### config.mk
export PLATFORM = sky130hd
export DESIGN_NAME = multi_mode_crc_checker_core_flat
export DESIGN_NICKNAME = d
export VERILOG_FILES = /design/src/sv/mmcrc_pkg.sv /design/src/sv/mmcrc_if.sv /design/src/sv/mmcrc_step.sv /design/src/sv/multi_mode_crc_checker_core.sv /design/src/flat_wrapper.sv
export VERILOG_INCLUDE_DIRS = /design/src /design/src/sv
export SDC_FILE = /design/constraint.sdc
export NUM_CORES = 1
export LEC_CHECK = 0
export BUFFER_PORTS_ARGS = -buffer_cell sky130_fd_sc_hd__buf_4
export CAP_MARGIN = 10
export CORE_MARGIN = 2
export CORE_UTILIZATION = 25
export DETAILED_ROUTE_END_ITERATION = 8
export HOLD_SLACK_MARGIN = 0.08
export SETUP_SLACK_MARGIN = 0.5
export SLEW_MARGIN = 10
export SYNTH_ARGS = -nofsm -noshare
export SYNTH_HDL_FRONTEND = slang
export SYNTH_SLANG_ARGS = --single-unit
### constraint.sdc
create_clock -name clk_i -period 3.12 [get_ports clk_i]
set_clock_uncertainty 0.1 [all_clocks]
set_input_delay 0.312 -clock clk_i [delete_from_list [all_inputs] [get_ports clk_i]]
set_output_delay 0.312 -clock clk_i [all_outputs]
set_load 0.01 [all_outputs]
### src/sv/assert_macros.svh
// ---------------------------------------------------------------------------
// assertion macros
// shared helpers for concurrent checks, compiled out when SYNTH is set
// ---------------------------------------------------------------------------
`ifndef ASSERT_MACROS_SVH
`define ASSERT_MACROS_SVH

`ifndef SYNTH
`define ASSERT_PROP(label, clk, rst_n, prop, msg) \
  label: assert property (@(posedge clk) disable iff (!rst_n) (prop)) else $error(msg);
`define ASSERT_NEVER(label, clk, rst_n, cond, msg) \
  label: assert property (@(posedge clk) disable iff (!rst_n) !(cond)) else $error(msg);
`else
`define ASSERT_PROP(label, clk, rst_n, prop, msg)
`define ASSERT_NEVER(label, clk, rst_n, cond, msg)
`endif

`endif

### src/sv/mmcrc_pkg.sv
// ---------------------------------------------------------------------------
// mmcrc_pkg
// types, codes and helpers of the multi-mode crc checker
// ---------------------------------------------------------------------------
`default_nettype none

package mmcrc_pkg;

  typedef enum logic [1:0] {
    MODE_CRC16_SEEDED = 2'd0,
    MODE_XMODEM       = 2'd1,
    MODE_CRC32        = 2'd2
  } mode_e;

  localparam logic [1:0]  CFG_MODE = 2'd0;
  localparam logic [1:0]  CFG_SEED = 2'd1;

  localparam logic [15:0] POLY16_REFL = 16'h8408;
  localparam logic [15:0] POLY16      = 16'h1021;
  localparam logic [31:0] POLY32_REFL = 32'hEDB88320;
  localparam logic [15:0] XOR16       = 16'hFFFF;
  localparam logic [31:0] XOR32       = 32'hFFFFFFFF;
  localparam logic [15:0] SEED_RESET  = 16'hFFFF;

  // outcome of one byte step
  typedef struct packed {
    logic [31:0] rem_next;
    logic [31:0] finished;
    logic        match;
  } step_res_t;

  function automatic logic [31:0] start_value(input logic [1:0] mode, input logic [15:0] seed);
    logic [31:0] v;
    case (mode)
      MODE_CRC16_SEEDED: v = {16'h0000, seed};
      MODE_XMODEM:       v = 32'h0000_0000;
      default:           v = XOR32;
    endcase
    return v;
  endfunction

endpackage

`default_nettype wire

### src/sv/mmcrc_if.sv
// ---------------------------------------------------------------------------
// mmcrc channel interfaces
// valid/ready channels for message bytes and finished crc results
// ---------------------------------------------------------------------------
`default_nettype none

interface mmcrc_in_if;
  logic        valid;
  logic        ready;
  logic [7:0]  data_byte;
  logic        last_byte;
  logic [31:0] crc_check;

  modport source (output valid, data_byte, last_byte, crc_check, input ready);
  modport sink   (input valid, data_byte, last_byte, crc_check, output ready);
endinterface

interface mmcrc_out_if;
  logic        valid;
  logic        ready;
  logic [31:0] crc_result;
  logic        crc_match;

  modport source (output valid, crc_result, crc_match, input ready);
  modport sink   (input valid, crc_result, crc_match, output ready);
endinterface

`default_nettype wire

### src/sv/mmcrc_step.sv
// ---------------------------------------------------------------------------
// mmcrc_step
// one-byte crc update for all three modes, plus final xor (where the mode has one) and compare
// ---------------------------------------------------------------------------
`default_nettype none

module mmcrc_step (
  input  wire logic [1:0]       mode_i,
  input  wire logic [31:0]      rem_i,
  input  wire logic [7:0]       data_byte_i,
  input  wire logic [31:0]      crc_check_i,
  output mmcrc_pkg::step_res_t  res_o
);

  logic [15:0] r16;
  logic [31:0] r32;
  logic [31:0] expected;

  always_comb begin
    r16      = 16'h0000;
    r32      = 32'h0000_0000;
    expected = crc_check_i;
    res_o    = '0;
    case (mode_i)
      mmcrc_pkg::MODE_CRC16_SEEDED: begin
        r16 = rem_i[15:0] ^ {8'h00, data_byte_i};
        for (int i = 0; i < 8; i++) begin
          r16 = (r16 >> 1) ^ (r16[0] ? mmcrc_pkg::POLY16_REFL : 16'h0000);
        end
        res_o.rem_next = {16'h0000, r16};
        res_o.finished = {16'h0000, r16 ^ mmcrc_pkg::XOR16};
        expected       = {16'h0000, crc_check_i[15:0]};
      end
      mmcrc_pkg::MODE_XMODEM: begin
        r16 = rem_i[15:0] ^ {data_byte_i, 8'h00};
        for (int i = 0; i < 8; i++) begin
          r16 = (r16 << 1) ^ (r16[15] ? mmcrc_pkg::POLY16 : 16'h0000);
        end
        res_o.rem_next = {16'h0000, r16};
        res_o.finished = {16'h0000, r16};
        expected       = {16'h0000, crc_check_i[15:0]};
      end
      default: begin
        // unused code 3 runs as crc-32
        r32 = rem_i ^ {24'h000000, data_byte_i};
        for (int i = 0; i < 8; i++) begin
          r32 = (r32 >> 1) ^ (r32[0] ? mmcrc_pkg::POLY32_REFL : 32'h0000_0000);
        end
        res_o.rem_next = r32;
        res_o.finished = r32 ^ mmcrc_pkg::XOR32;
      end
    endcase
    res_o.match = (res_o.finished == expected);
  end

endmodule

`default_nettype wire

### src/sv/multi_mode_crc_checker_core.sv
// only a last byte yields a result: input stage, then the result register once it is free
// throughput: one byte item per cycle, set by the combinational eight-bit crc update
// in front of the running remainder register; a stalled result holds back only a last byte
// reset: mode 0 (reflected crc-16), seed 0xFFFF, remainder 0xFFFF, no item held
// a mode or seed config write reloads the remainder with the start value of the new settings
// ---------------------------------------------------------------------------
// multi_mode_crc_checker_core
// byte-wise crc-16 (seeded reflected, xmodem) and crc-32 checker
// ---------------------------------------------------------------------------
`default_nettype none
`include "assert_macros.svh"

module multi_mode_crc_checker_core (
  input  wire logic        clk_i,
  input  wire logic        rst_ni,
  mmcrc_in_if.sink         in_ch,
  mmcrc_out_if.source      out_ch,
  input  wire logic        cfg_we_i,
  input  wire logic [1:0]  cfg_index_i,
  input  wire logic [15:0] cfg_wdata_i
);

  logic [1:0]  mode_q, mode_d;
  logic [15:0] seed_q, seed_d;
  logic [31:0] rem_q;

  // input stage
  logic        s1_valid_q;
  logic [7:0]  s1_byte_q;
  logic        s1_last_q;
  logic [31:0] s1_exp_q;

  // result register
  logic        out_valid_q;
  logic [31:0] out_result_q;
  logic        out_match_q;

  logic        out_free;
  logic        s1_adv;
  logic        in_ready;
  logic        in_acc;

  mmcrc_pkg::step_res_t step_res;

  assign out_free = !out_valid_q || out_ch.ready;
  assign s1_adv   = s1_valid_q && (!s1_last_q || out_free);
  assign in_ready = !s1_valid_q || s1_adv;
  assign in_acc   = in_ch.valid && in_ready;

  assign in_ch.ready       = in_ready;
  assign out_ch.valid      = out_valid_q;
  assign out_ch.crc_result = out_result_q;
  assign out_ch.crc_match  = out_match_q;

  always_comb begin
    mode_d = mode_q;
    seed_d = seed_q;
    if (cfg_we_i && cfg_index_i == mmcrc_pkg::CFG_MODE) begin
      mode_d = cfg_wdata_i[1:0];
    end
    if (cfg_we_i && cfg_index_i == mmcrc_pkg::CFG_SEED) begin
      seed_d = cfg_wdata_i;
    end
  end

  mmcrc_step u_step (
    .mode_i      (mode_q),
    .rem_i       (rem_q),
    .data_byte_i (s1_byte_q),
    .crc_check_i (s1_exp_q),
    .res_o       (step_res)
  );

  always_ff @(posedge clk_i or negedge rst_ni) begin
    if (!rst_ni) begin
      mode_q <= mmcrc_pkg::MODE_CRC16_SEEDED;
      seed_q <= mmcrc_pkg::SEED_RESET;
      rem_q  <= mmcrc_pkg::start_value(mmcrc_pkg::MODE_CRC16_SEEDED, mmcrc_pkg::SEED_RESET);
    end else begin
      mode_q <= mode_d;
      seed_q <= seed_d;
      if (cfg_we_i && (cfg_index_i == mmcrc_pkg::CFG_MODE ||
                       cfg_index_i == mmcrc_pkg::CFG_SEED)) begin
        rem_q <= mmcrc_pkg::start_value(mode_d, seed_d);
      end else if (s1_adv) begin
        // a finished message reloads the start value for the next one
        rem_q <= s1_last_q ? mmcrc_pkg::start_value(mode_q, seed_q) : step_res.rem_next;
      end
    end
  end

  always_ff @(posedge clk_i or negedge rst_ni) begin
    if (!rst_ni) begin
      s1_valid_q <= 1'b0;
    end else if (in_ready) begin
      s1_valid_q <= in_ch.valid;
    end
  end

  always_ff @(posedge clk_i) begin
    if (in_acc) begin
      s1_byte_q <= in_ch.data_byte;
      s1_last_q <= in_ch.last_byte;
      s1_exp_q  <= in_ch.crc_check;
    end
  end

  always_ff @(posedge clk_i or negedge rst_ni) begin
    if (!rst_ni) begin
      out_valid_q <= 1'b0;
    end else if (out_free) begin
      out_valid_q <= s1_valid_q && s1_last_q;
    end
  end

  always_ff @(posedge clk_i) begin
    if (out_free && s1_valid_q && s1_last_q) begin
      out_result_q <= step_res.finished;
      out_match_q  <= step_res.match;
    end
  end

  `ASSERT_PROP(a_out_from_last, clk_i, rst_ni,
               $rose(out_valid_q) |-> $past(s1_valid_q && s1_last_q),
               "result without a last byte")
  `ASSERT_PROP(a_s1_hold, clk_i, rst_ni, (s1_valid_q && !s1_adv) |=> s1_valid_q,
               "held item lost")
  `ASSERT_PROP(a_ready_empty, clk_i, rst_ni, !s1_valid_q |-> in_ready, "empty stage not ready")
  `ASSERT_NEVER(a_crc16_upper, clk_i, rst_ni,
                out_valid_q && (mode_q == mmcrc_pkg::MODE_CRC16_SEEDED ||
                                mode_q == mmcrc_pkg::MODE_XMODEM) &&
                out_result_q[31:16] != 16'h0000,
                "16-bit crc with upper bits set")

endmodule

`default_nettype wire

### src/flat_wrapper.sv
// flat-port wrapper written by rule: the top's interface ports become plain ports
module multi_mode_crc_checker_core_flat 
  (clk_i, rst_ni, cfg_we_i, cfg_index_i, cfg_wdata_i, in_ch_valid, in_ch_data_byte, in_ch_last_byte, in_ch_crc_check, in_ch_ready, out_ch_valid, out_ch_crc_result, out_ch_crc_match, out_ch_ready);
  mmcrc_in_if in_ch_i ();
  mmcrc_out_if out_ch_i ();
  input  wire logic clk_i;
  input  wire logic rst_ni;
  input  wire logic cfg_we_i;
  input  wire logic [1:0] cfg_index_i;
  input  wire logic [15:0] cfg_wdata_i;
  input wire logic [$bits(in_ch_i.valid)-1:0] in_ch_valid;
  input wire logic [$bits(in_ch_i.data_byte)-1:0] in_ch_data_byte;
  input wire logic [$bits(in_ch_i.last_byte)-1:0] in_ch_last_byte;
  input wire logic [$bits(in_ch_i.crc_check)-1:0] in_ch_crc_check;
  output wire logic [$bits(in_ch_i.ready)-1:0] in_ch_ready;
  output wire logic [$bits(out_ch_i.valid)-1:0] out_ch_valid;
  output wire logic [$bits(out_ch_i.crc_result)-1:0] out_ch_crc_result;
  output wire logic [$bits(out_ch_i.crc_match)-1:0] out_ch_crc_match;
  input wire logic [$bits(out_ch_i.ready)-1:0] out_ch_ready;
  assign in_ch_i.valid = in_ch_valid;
  assign in_ch_i.data_byte = in_ch_data_byte;
  assign in_ch_i.last_byte = in_ch_last_byte;
  assign in_ch_i.crc_check = in_ch_crc_check;
  assign in_ch_ready = in_ch_i.ready;
  assign out_ch_valid = out_ch_i.valid;
  assign out_ch_crc_result = out_ch_i.crc_result;
  assign out_ch_crc_match = out_ch_i.crc_match;
  assign out_ch_i.ready = out_ch_ready;
  multi_mode_crc_checker_core u_core (.clk_i(clk_i), .rst_ni(rst_ni), .in_ch(in_ch_i), .out_ch(out_ch_i), .cfg_we_i(cfg_we_i), .cfg_index_i(cfg_index_i), .cfg_wdata_i(cfg_wdata_i));
endmodule
==> Yosys cells after proc, flatten, opt, wreduce, memory -nomap -nowiden <==
Index checks and enable logic that the tools add are counted.
{ "op_classes": {"n_reduce_logical": 20, "bitwise_logic": 29, "n_mux": 33, "n_eq_ne": 4} }
{ "ops": {"columns": ["cell", "n"], "rows": [
  ["32-bit two-way mux", 12],
  ["31-bit by 32-bit bitwise XOR with 32-bit output", 8],
  ["16-bit two-way mux", 9],
  ["32-bit case mux with 2 select lines", 2],
  ["64-bit case mux with 2 select lines", 1],
  ["15-bit by 16-bit bitwise XOR with 16-bit output", 8],
  ["16-bit by 13-bit bitwise XOR with 16-bit output", 8],
  ["13-bit two-way mux", 8],
  ["32-bit equality test", 1],
  ["32-bit inverter", 1],
  ["32-bit by 8-bit bitwise XOR with 32-bit output", 1],
  ["16-bit inverter", 1],
  ["16-bit bitwise XOR", 1],
  ["16-bit by 8-bit bitwise XOR with 16-bit output", 1],
  ["1-bit logical AND", 8],
  ["2-bit by 1-bit equality test with 1-bit output, second input constant", 3],
  ["2-bit zero test", 3],
  ["1-bit logical OR", 4],
  ["1-bit zero test", 3],
  ["2-bit two-way mux", 1],
  ["2-bit nonzero test", 1],
  ["2-bit OR reduction", 1]
]} }
{ "totals": {"elab_cells": 96, "output_inout_bits": 35, "ff_bits": 126, "inputBits": 64} }

==> Longest topological paths before layout <==
{ "depth": {"ltp_word": 22, "ltp_mapped": 10, "depth_no_buf": 8} }

==> By module <==
Synthesis repeated with hierarchy kept, for this count alone.
{ "hier_totals": {"cells_unflattened": 720, "hier_area_um2": 7785.0} }
{ "modules_own_cells": {"columns": ["module", "area_each_um2", "cells_each", "n_inst", "seq_area_each_um2"], "rows": [
  ["multi_mode_crc_checker_core", 4913.5, 351, 1, 3563.4],
  ["mmcrc_step", 2871.5, 369, 1, 0.0]
]} }

==> Worst setup path after synthesis <==
No wires, ideal clock.
{ "synth_path": {"kind": "reg2reg", "startpoint": "register u_core.rem_q[1]", "endpoint": "register u_core.out_match_q (netlist: u_core.out_ch.crc_match), data pin", "n_path_buf": 1, "setup_ns": 0.170, "required_ns": 2.850, "arrival_ns": 2.774, "period_less_slack_ns": 3.043, "stages_incl_launch_ff": 10, "path_slack_ns": 0.077, "path_cell_list": "dfstp_2 > buf_4 > xor2_4 > xnor2_2 > xnor3_2 > xnor2_1 > a221oi_2 > o311ai_1 > o31a_1 > nor4_2"} }
{ "synth_rtl": {"columns": ["item", "line", "text"], "rows": [
  ["start, declared", "multi_mode_crc_checker_core.sv:25", "logic [31:0] rem_q;"],
  ["start signal, assigned", "multi_mode_crc_checker_core.sv:78", "rem_q <= mmcrc_pkg::start_value(mmcrc_pkg::MODE_CRC16_SEEDED, mmcrc_pkg::SEED_RESET);"],
  ["start signal, assigned", "multi_mode_crc_checker_core.sv:84", "rem_q <= mmcrc_pkg::start_value(mode_d, seed_d);"],
  ["start signal, assigned", "multi_mode_crc_checker_core.sv:87", "rem_q <= s1_last_q ? mmcrc_pkg::start_value(mode_q, seed_q) : step_res.rem_next;"],
  ["end signal, assigned", "multi_mode_crc_checker_core.sv:119", "out_match_q <= step_res.match;"],
  ["end, declared", "multi_mode_crc_checker_core.sv:36", "logic out_match_q;"]
]} }

==> flow_summary.yaml <==
critical_path:
  timing_worst_setup_path_type: "register to register"
  reg2reg_depth: 9
  cp.required_ns: 3.27
  path_max_fanout: 3
  cpMostUsedCell: "xnor2_4"
  slowest_stage: "edfxtp_1"
  max_stage_delay_ns: 0.50
  crit_arrival_ns: 3.16
  timing.rr.end: "u_core.out_ch.crc_match"
  crit_family: "XOR/XNOR gates"
  rrSetupSlack_ns: 0.11
  path_buf_inv: 1
  cp.depth: 9
  end_kind: "register"
  reg2reg_from: "u_core.s1_byte_q[6]"
  path_cells: "xnor2_4 > buf_4 > xnor2_4 > xor2_1 > a21oi_1 > xor3_1 > a2111oi_2 > nand4_1 > nor4_2"
  start_kind: "register"
pwr:
  combPwrFrac: 0.605
  ir_drop_mv: 0.490
  p_per_area_mw_per_mm2: 1090
  p_int_uw: 7100
  switching_power_uw: 4510
  p_leak_uw: 0.00431
  clkPwrFrac: 0.173
  power_frac_seq: 0.222
  sw_frac_of_total: 0.388
detailed_routing:
  route.vias.total: 5822
  drt_first_pass_iters: 5
  postRouteAntennaNets: 0
  remaining_drc_errors: 0
  via_per_inst: 4.67
  totalWireLength_um: 24000
  drt-wirelength-per-cell_um: 19.2
  drt_iter0_markers: 413
synthesis:
  synth_area_mm2: 0.00727
  syn_avg_cell_area_um2: 11.9
  netlist.top_cell.by_area: "edfxtp_1"
  ys_ff_latch: 126
  synthCells: 609
  synth-edff-count: 74
  synth_flop_cell: "edfxtp_1"
  synth_top_cells_by_area: "edfxtp_1 31%, dfstp_2 12%, xnor2_1 10%"
  yosys-top-cells-count: "83 x xnor2_1, 74 x edfxtp_1, 42 x a21oi_1"
  synth_top_area_share: 0.306
  yosysUniqueCellTypes: 64
  async_flop_share: 0.413
  syn_nets: 673
  yosys_warnings: 0
  ys_seq_area_frac: 0.490
  synth.most_common_cell: "xnor2_1"
placement:
  dp_slack_ns: -0.201
  portBuffers: 98
  hpwl_um: 16900
  placed_cells: 1124
  gp_congestion: 0.895
cts:
  cts_root_buf: "clkbuf_16"
  cts_sinks: 126
  clk_latency_ns: 0.44
  clock_path_buffers: 2
  cts_tree: "done"
  h-tree-depth: 4
  cts.clk_slew.worst_paths_ns: 0.06
  cts_buffers: 17
timing:
  finalCritPeriodShare: 0.965
  rsz0062_at_grt: "true"
  maxSlewViolCount: 0
  tightest_slew_ns: 0.867
  relSlewSlack: 0.421
  hold_ws_ns: 0.140
  fin_crit_ns: 3.01
  hold_violations: 0
  fmax_mhz: 332
  fin_ws_ns: 0.108
  finalSetupViolations: 0
grt:
  grt_max_degree: 60
  grt_pass1_wl_um: 36500
  antenna_found_initial: 0
  grt_pass1_vias: 6021
  overflow: 0
  gr-usage-all-layers: 0.160
layout:
  fin_nets: 913
  fin_util: 0.372
  layout-drive-gt1-share: 0.390
  nFillCells: 2774
  stdcell_count: 1246
  syn_to_final_growth_pct: 46.5
  n_antenna_cell: 0
floorplan:
  core_area_mm2: 0.0286
  rows: 62
  io_pins: 99
  start_util: 0.254
  die_area_mm2: 0.0304
  die_height_um: 174
  die_x_um: 174
run_status:
  status: "finished, final reports clean"
flow_run:
  drv_cap: 0
min_path:
  holdPathStages: 3
  holdPathEnd: "u_core.out_ch.valid"
  hp-class: "input port to register"
  min-delay-start: "out_ch_ready"
[flip-flops by register name, summed over array words and instances, names as in the netlist]
name,flops
u_core.out_ch.crc_result,32
u_core.rem_q,32
u_core.s1_exp_q,32
u_core.seed_q,16
u_core.s1_byte_q,8
u_core.mode_q,2
u_core.out_ch.crc_match,1
u_core.out_ch.valid,1
u_core.s1_last_q,1
u_core.s1_valid_q,1
[routing by layer]
metal	vias up	track usage	part of all wire
met4	0	0.0524	0.017
met3	26	0.0273	0.050
met2	178	0.253	0.47
li1	2679	-	-
met1	2939	0.223	0.46
met5	-	0	0
[power groups by stage]
stage | sequential [µW] | combinational [µW] | clock, µW
after global routing | 2610 | 7530 | 2110
after global placement | 2600 | 6020 | 0
final | 2580 | 7030 | 2000
after floorplan | 2560 | 3730 | 0
after detailed placement | 2600 | 6030 | 0
after CTS | 2570 | 6680 | 2040
[metrics by stage]
step                instance area [µm²]  power [µW]  TNS, ns
global placement                   8920        8620   -0.144
global route                      10600       12300        0
finish                            10600       11600        0
CTS                               10400       11300        0
detailed placement                 8920        8620   -0.201
floorplan                          7270        6300        0
[worst max path at each step]
stage / from / endpoint / slack, ns
after floorplan: u_core.s1_byte_q[6] / u_core.out_ch.crc_match / 0.22
after global placement: u_core.s1_byte_q[0] / u_core.out_ch.crc_match / -0.14
after detailed placement: u_core.s1_byte_q[0] / u_core.out_ch.crc_match / -0.20
after CTS: u_core.s1_byte_q[6] / u_core.out_ch.crc_match / 0.20
after global routing: u_core.rem_q[1] / u_core.out_ch.crc_match / 0.01
final: u_core.s1_byte_q[6] / u_core.out_ch.crc_match / 0.11
[area by class of cell]
| cell class | instances | area, µm² | share of cell area |
|---|---|---|---|
| well taps | 384 | 480 | 0.0451 |
| multi-input cells | 434 | 3740 | 0.352 |
| clock buffers | 17 | 425 | 0.0400 |
| repair buffers | 262 | 2240 | 0.211 |
| flip-flops and latches | 126 | 3560 | 0.335 |
| clock inverters | 15 | 161 | 0.0152 |
| inverters | 8 | 30.0 | 0.00282 |
[logic make-up (layout without fill, tap and decap cells)]
logic type / Yosys count / after routing / share of synthesized area
buffers and inverters: 49 / 302 / 0.0300
AOI/OAI and AO/OA: 150 / 150 / 0.139
and+or+nand+nor: 114 / 114 / 0.0749
xor gates and xnor gates: 142 / 142 / 0.224
DFF: 126 / 126 / 0.490
muxes: 28 / 28 / 0.0415
[cells in the final DEF, fill, tap and decap left out, types with 4 or more instances in the layout]
| cell | count |
|---|---|
| xor2_2 | 4 |
| o211ai_1 | 4 |
| mux2_2 | 17 |
| a21oi_1 | 41 |
| xnor3_1 | 6 |
| xnor2_1 | 74 |
| mux2i_1 | 9 |
| nor2_1 | 33 |
| a221oi_1 | 15 |
| a211oi_1 | 8 |
| nand4_1 | 4 |
| inv_1 | 8 |
| nand2_1 | 33 |
| a211o_1 | 11 |
| xnor2_4 | 9 |
| buf_4 | 190 |
| o31ai_1 | 8 |
| clkbuf_16 | 17 |
| dfrtp_1 | 20 |
| and2_1 | 17 |
| xnor2_2 | 8 |
| a21o_1 | 5 |
| buf_6 | 4 |
| xor3_1 | 4 |
| inv_6 | 5 |
| buf_12 | 9 |
| o21ai_0 | 31 |
| dlygate4sd3_1 | 59 |
| xor2_1 | 29 |
| dfstp_2 | 32 |
| edfxtp_1 | 74 |
| nand2b_1 | 8 |
[worst min-delay path: cells and delay by family]
kind	cells	cell delay [ns]
buf+inv	1	0.08
simple gates	1	0.08
compound gates	1	0.17
[repair_timing]
item	in CTS	in global routing
gates resized for setup	27	16
hold buffers	59	0
gates cloned	0	0
setup endpoints to repair	2	11
hold endpoints to repair	79	0
buffers inserted	19	12
pin swaps	17	13
Power figures use the tool's default switching activity.
